$ cat src/rtl/height_map_max_rasterizer_top_assert.svh
// Assertion macros used by the height map rasterizer controller (hmr_ctrl).
// Expects clk_i and rst_ni in the scope of the module that uses them.
`ifndef HEIGHT_MAP_MAX_RASTERIZER_TOP_ASSERT_SVH
`define HEIGHT_MAP_MAX_RASTERIZER_TOP_ASSERT_SVH

// Same-cycle implication, disabled while reset is asserted
`define HMR_ASSERT_IMP(lbl, ante, cons, msg) \
  lbl: assert property (@(posedge clk_i) disable iff (!rst_ni) (ante) |-> (cons)) \
    else $error(msg);

// Next-cycle implication, disabled while reset is asserted
`define HMR_ASSERT_NXT(lbl, ante, cons, msg) \
  lbl: assert property (@(posedge clk_i) disable iff (!rst_ni) (ante) |=> (cons)) \
    else $error(msg);

`endif

$ cat src/rtl/hmr_pkg.sv
// Shared types and constants of the height map max rasterizer.
// Used by hmr_ctrl, hmr_dp, height_map_max_rasterizer_top and tb_top; no dependencies.
package hmr_pkg;

  // Operation codes carried in the input tuser
  typedef enum logic [1:0] {
    OP_CLEAR  = 2'd0,
    OP_INSERT = 2'd1,
    OP_QUERY  = 2'd2,
    OP_READ   = 2'd3
  } op_e;

  // Configuration register indexes
  localparam int unsigned CFG_IDX_W  = 3;
  localparam int unsigned CFG_DATA_W = 32;

  typedef enum logic [CFG_IDX_W-1:0] {
    REG_X_OFFSET  = 3'd0,
    REG_Y_OFFSET  = 3'd1,
    REG_X_STEP    = 3'd2,
    REG_Y_STEP    = 3'd3,
    REG_FLOOR     = 3'd4,
    REG_COLS_USED = 3'd5,
    REG_ROWS_USED = 3'd6
  } cfg_reg_e;

  // Controller states
  typedef enum logic [2:0] {
    ST_IDLE,
    ST_PREP,
    ST_DIV,
    ST_LOOKUP,
    ST_MEM,
    ST_CLEAR,
    ST_FINISH
  } state_e;

  // Divider: one quotient bit per step over a 33-bit dividend
  localparam int unsigned DIV_STEPS = 33;
  localparam int unsigned CNT_W     = 6;

  // -1.0 in Q16.16
  localparam logic [31:0] Q16_MINUS_ONE = 32'hFFFF_0000;

  // Commands from controller to datapath
  typedef struct packed {
    logic load;      // latch a new beat
    logic prep;      // form the dividends
    logic div_step;  // one step of both dividers
    logic lookup;    // range check, latch cell indexes
    logic mem_rd;    // read the addressed cell
    logic clr_step;  // write one cell of the clear sweep
    logic out_load;  // capture the result, commit an insert
  } hmr_cmd_t;

  // Status from datapath to controller
  typedef struct packed {
    logic clr_empty; // no cell in use
    logic clr_last;  // sweep at the last used cell
  } hmr_sts_t;

endpackage

$ cat src/rtl/hmr_ctrl.sv
// Controller of the height map max rasterizer: sequences one beat at a time.
// Depends on hmr_pkg and height_map_max_rasterizer_top_assert.svh.
`include "height_map_max_rasterizer_top_assert.svh"

module hmr_ctrl
  import hmr_pkg::*;
(
  input  logic      clk_i,
  input  logic      rst_ni,
  input  logic      s_valid_i,
  input  logic [1:0] s_op_i,
  output logic      s_ready_o,
  input  logic      m_ready_i,
  output logic      m_valid_o,
  output hmr_cmd_t  cmd_o,
  input  hmr_sts_t  sts_i
);

  state_e           state_q, state_d;
  logic [CNT_W-1:0] cnt_q, cnt_d;
  logic             out_valid_q, out_valid_d;
  logic             accept;
  logic             out_free;

  assign s_ready_o = (state_q == ST_IDLE);
  assign m_valid_o = out_valid_q;
  assign accept    = s_valid_i && s_ready_o;
  assign out_free  = !out_valid_q || m_ready_i;

  // State, step counter and result valid
  always_ff @(posedge clk_i or negedge rst_ni) begin
    if (!rst_ni) begin
      state_q     <= ST_IDLE;
      cnt_q       <= '0;
      out_valid_q <= 1'b0;
    end else begin
      state_q     <= state_d;
      cnt_q       <= cnt_d;
      out_valid_q <= out_valid_d;
    end
  end

  // Next state and commands
  always_comb begin
    state_d = state_q;
    cnt_d   = cnt_q;
    cmd_o   = '0;
    case (state_q)
      ST_IDLE: begin
        if (accept) begin
          cmd_o.load = 1'b1;
          case (op_e'(s_op_i))
            OP_CLEAR: state_d = ST_CLEAR;
            OP_READ:  state_d = ST_LOOKUP;
            default:  state_d = ST_PREP;
          endcase
        end
      end
      ST_PREP: begin
        cmd_o.prep = 1'b1;
        cnt_d      = '0;
        state_d    = ST_DIV;
      end
      ST_DIV: begin
        cmd_o.div_step = 1'b1;
        cnt_d          = cnt_q + CNT_W'(1);
        if (cnt_q == CNT_W'(DIV_STEPS - 1)) begin
          state_d = ST_LOOKUP;
        end
      end
      ST_LOOKUP: begin
        cmd_o.lookup = 1'b1;
        state_d      = ST_MEM;
      end
      ST_MEM: begin
        cmd_o.mem_rd = 1'b1;
        state_d      = ST_FINISH;
      end
      ST_CLEAR: begin
        cmd_o.clr_step = 1'b1;
        if (sts_i.clr_empty || sts_i.clr_last) begin
          state_d = ST_FINISH;
        end
      end
      ST_FINISH: begin
        // Hold until the output register can take the result
        if (out_free) begin
          cmd_o.out_load = 1'b1;
          state_d        = ST_IDLE;
        end
      end
      default: state_d = ST_IDLE;
    endcase
  end

  // Result valid: set on load, drop when taken
  always_comb begin
    out_valid_d = out_valid_q;
    if (cmd_o.out_load) begin
      out_valid_d = 1'b1;
    end else if (m_ready_i) begin
      out_valid_d = 1'b0;
    end
  end

  `HMR_ASSERT_IMP(a_load_when_free, cmd_o.out_load, (!out_valid_q || m_ready_i), "result overwritten")
  `HMR_ASSERT_IMP(a_div_cnt_bound, state_q == ST_DIV, cnt_q < CNT_W'(DIV_STEPS), "divider overran")
  `HMR_ASSERT_IMP(a_valid_from_finish, $rose(out_valid_q), $past(state_q) == ST_FINISH, "stray result")
  `HMR_ASSERT_NXT(a_busy_after_accept, accept, state_q != ST_IDLE, "beat accepted but no work")

endmodule

$ cat config.mk
export PLATFORM = sky130hd
export DESIGN_NAME = hmr_ctrl
export DESIGN_NICKNAME = d
export VERILOG_FILES = /design/src/rtl/hmr_pkg.sv /design/src/rtl/hmr_ctrl.sv
export VERILOG_INCLUDE_DIRS = /design/src /design/src/rtl
export SDC_FILE = /design/constraint.sdc
export NUM_CORES = 1
export LEC_CHECK = 0
export BUFFER_PORTS_ARGS = -buffer_cell sky130_fd_sc_hd__buf_4
export CORE_AREA = 2 2 39 41
export CTS_CLUSTER_SIZE = 40
export DETAILED_ROUTE_END_ITERATION = 8
export DIE_AREA = 0 0 41 43
export HOLD_SLACK_MARGIN = 0.02
export PLACE_DENSITY = 0.7
export SLEW_MARGIN = 5
export SYNTH_ARGS = -nofsm -noshare
export SYNTH_HDL_FRONTEND = slang
export SYNTH_SLANG_ARGS = --single-unit
export TNS_END_PERCENT = 10
$ cat constraint.sdc
create_clock -name clk_i -period 1.9 [get_ports clk_i]
set_clock_uncertainty 0.05 [all_clocks]
set_input_delay 0.19 -clock clk_i [delete_from_list [all_inputs] [get_ports clk_i]]
set_output_delay 0.19 -clock clk_i [all_outputs]
set_load 0.01 [all_outputs]
; Word-level counts from Yosys, hierarchy flattened
; Cells that the tools add are included.
; Widths: inputs -> output; s select.
[word_totals]
input_bits = 8
regBits = 10
out_inout_bits = 9
elab_cells = 43
[op_classes]
muxes = 18
reduce_logical = 9
eq_ne = 12
add_sub_neg = 1
[op_table]
columns = op, count
row1 = $pmux 3 s7, 1
row2 = $mux 3, 4
row3 = $pmux 6 s2, 1
row4 = $mux 1, 11
row5 = $eq 3x3->1 const B, 3
row6 = $add 6x1->6 const B, 1
row7 = $eq 3x2->1 const B, 2
row8 = $eq 6x6->1 const B, 1
row9 = $ne 2x2->1 const B, 3
row10 = $pmux 3 s2, 1
row11 = $reduce_and 4->1, 1
row12 = $reduce_bool 2->1, 2
row13 = $eq 3x1->1 const B, 1
row14 = $logic_not 3->1, 1
row15 = $eq 2x2->1 const B, 1
row16 = $logic_not 2->1, 1
row17 = $logic_or 1x1->1, 2
row18 = $ne 2x1->1 const B, 1
row19 = $logic_and 1x1->1, 1
row20 = $logic_not 1->1, 1

; Logic depth before layout (Yosys ltp)
[depth]
word_depth = 5
depth_mapped = 5
ltp_nobuf = 5

; Worst setup path before layout
; No wires, ideal clock.
[synth_path]
path_type = reg-to-output
start = register state_q[2]
end = output cmd_o[6] (netlist bit)
setup_slack_ns = 0.500
path_buffers = 1
required_time_ns = 1.660
stages_incl_launch_ff = 4
arrival_ns = 1.160
path_cell_list = dfrtp_1 buf_2 nor3_1 and2_1
[synth_rtl]
columns = element, line
row1 = "start, declared", hmr_ctrl.sv:19  ; state_e state_q, state_d;
row2 = "start signal, assigned", hmr_ctrl.sv:37  ; state_q <= state_d;
row3 = "end, declared", hmr_ctrl.sv:15  ; output hmr_cmd_t cmd_o,

==> impl_metrics.yaml <==
yosys:
  syn-cell-area_um2: 622
  synth_top_area_cell: "dfrtp_1"
  synth-seq-area-share_pct: 40.2
  synth_top_area_share_pct: 40.2
  ys_warn_count: 0
  netlist_instances: 61
  ys_ff_latch: 10
  ys_types: 31
  syn-num-nets: 71
  syn_area_per_cell_um2: 10.2
  synthTopCellsByArea: "dfrtp_1, mux2i_1, a22o_1"
place:
  gp_congestion: 0.674
  hpwlAfterDp_um: 912
  port_buffers: 16
timing:
  relSlewSlack_pct: 70.1
  finalCritPeriodShare_pct: 89.4
  setup_violations: 0
  maxSlewViolCount: 0
  rsz0062_at_grt: "no"
  fin_tns_setup_ps: 0
  final_hold_viol_count: 0
  period_minus_slack_ps: 1700
  tightest_slew_ps: 448
  fmaxAchievable_mhz: 589
power:
  leakage_nw: 0.384
  p_sw_share_pct: 38.5
  clkPwrFrac_pct: 12.8
  power.internal_mw: 0.664
  power.net_switching_mw: 0.416
  cellPowerDensity_nw_per_um2: 1420
  ir_drop_v: 0.000694
  p_comb_share_pct: 47.3
  p_seq_share_pct: 39.9
die:
  start_util_pct: 44.9
  fp-row-count: 14
  core_um2: 1380
  dieArea_um2: 1760
  dieHeight_um: 43
  ios: 17
  die-width_um: 41
worst_setup_path:
  endpoint_kind: "output port"
  cp_data_required_time_ps: 1660
  cp_top_family: "flip-flops"
  cp-start-kind: "flop"
  critPathMaxFanout: 12
  crit_slowest_cell: "dfrtp_1"
  max_stage_delay_ps: 560
  path_cells: "or3b_4, clkinv_2, buf_4"
  cp.buffers_inverters: 2
  path_class: "reg2out"
  cp.arrival_ps: 1460
routing:
  antenna_left: 0
  drc: 0
  via_count: 500
  drt-total-wl_mm: 1.15
  dr.pass1.iters: 3
  viasPerCell: 5.43
  drtIter0Drc: 5
  wl_per_cell_um: 12.5
layout:
  area_growth_pct: 21.9
  fillers: 137
  layout-drive-gt1-share_pct: 31.6
  insertedDiodeCount: 0
  multi_input_area_um2: 319
  nNetsFinal: 88
  regArea_um2: 250
  fin_util_pct: 54.8
global_route:
  top_usage_layer: "met2"
  grt.overflow.total: 0
  grt_first_pass_wirelength_mm: 1.95
  gr-usage-met2_pct: 23.4
  gr-usage-all-layers_pct: 17.3
  antenna_found_initial: 0
  met3_usage_pct: 4.71
  met1_usage_pct: 22.7
  grt_pass1_vias: 463
  grt_max_degree: 13
cts:
  cts_made_buffers: 3
  cts-root-buf: "clkbuf_4"
  htree_num_levels: 1
  clk_path_buf_depth: 2
  clkLatencyLatePin_ps: 260
  cts_tree: "yes"
  cts_num_sinks: 10
  clk_pin_slew_ps: 60
status:
  status: "finished, final reports clean"
flow_run:
  drv_cap: 0
worst_hold_path:
  hold_class: "in2reg"
stage by stage:
step	std cells	power (mW)	instance area [µm²]	worst slack (ps)	hold WS [ps]
after floorplan	61	0.828	622	500	-156
after global placement	88	0.932	726	330	-24.0
after detailed placement	88	0.948	726	295	-23.4
after CTS	92	1.10	758	195	149
after global routing	92	1.18	758	122	156
final	92	1.08	758	201	157
synthesized netlist by cell type, drive strengths merged:
cell type,count
nand3,3
nand2,3
nor2,2
nor4b,1
mux2i,3
nand3b,1
clkinv,1
and3b,1
nand2b,1
dfrtp,10
nor2b,3
ha,2
a31oi,1
a22o,3
nor4,1
nor3b,3
mux2,2
nand4,2
inv,3
a221o,1
o21ai,3
and3,1
and2,2
nor3,1
a221oi,1
or3b,1
buf,5
state kept, by name (all words and copies together) (netlist names):
register and cells:
m_valid_o 1, state_q 3, cnt_q 6
metal layers:
| metal | vias up | wire, µm |
|---|---|---|
| li1 | 251 | - |
| met4 | 0 | 22 |
| met3 | 2 | 50 |
| met2 | 15 | 530 |
| met1 | 232 | 544 |
| met5 | - | 0 |
worst register-to-register path, stage by stage, from the launching register on:
cell,delay (ps)
dfrtp_1,510
nor3b_4,480
mux2_2,380
o21ai_0,130
path summary, 6_finish.rpt:
check	from	endpoint	slack, ps	depth (start not counted)
hold / removal	s_valid_i	state_q[2]	160	2
max in group asynchronous	rst_ni	cnt_q[2]	1420	2
setup reg to reg	state_q[2]	cnt_q[3]	280	3
min in group asynchronous	rst_ni	cnt_q[3]	240	2
hold reg to reg	cnt_q[5]	cnt_q[5]	440	1
setup / recovery	state_q[0]	cmd_o[5]	200	3
cells in the final DEF (no fill, tap or decap), types with 2 or more instances in the layout:
| cell | instances |
|---|---|
| buf_4 | 16 |
| dfrtp_1 | 10 |
| inv_1 | 3 |
| nor2b_1 | 3 |
| nand2_1 | 3 |
| mux2i_1 | 3 |
| nand3_1 | 3 |
| o21ai_0 | 3 |
| a22o_1 | 3 |
| clkbuf_4 | 3 |
| nor3b_1 | 2 |
| and2_1 | 2 |
| nand4_1 | 2 |
| nor2_1 | 2 |
| ha_1 | 2 |
power by group through the flow:
stage               Combinational (mW)  Sequential, mW  Clock [mW]
detailed placement               0.514           0.434           0
global route                     0.566           0.450       0.160
CTS                              0.519           0.430       0.147
global placement                 0.505           0.427           0
floorplan                        0.462           0.366           0
finish                           0.511           0.431       0.138
kinds of logic (layout without fill, tap and decap cells):
kind of cell,count (synthesis),count (layout),share of synthesized area (%)
AO/OA/AOI/OAI,9,9,10.7
buffers and inverters,9,24,8.45
multiplexers,5,5,9.05
adder cells (fa/ha/maj),2,2,4.02
flip-flops,10,10,40.2
AND/OR/NAND/NOR,26,26,27.6
area by class of cell:
class	count	share of cell area, %
repair buffers	17	17.2
flip-flops and latches	10	33.0
clock buffers	3	2.97
multi-input cells	42	42.1
well taps	16	2.64
inverters	4	2.15
what timing repair did:
item                      4_1_cts  5_1_grt
hold endpoints to repair       10        0
hold buffers                    1        0
setup buffers                   0        0
resized for setup               0        0
No activity file was read; power rests on OpenSTA's default activity.
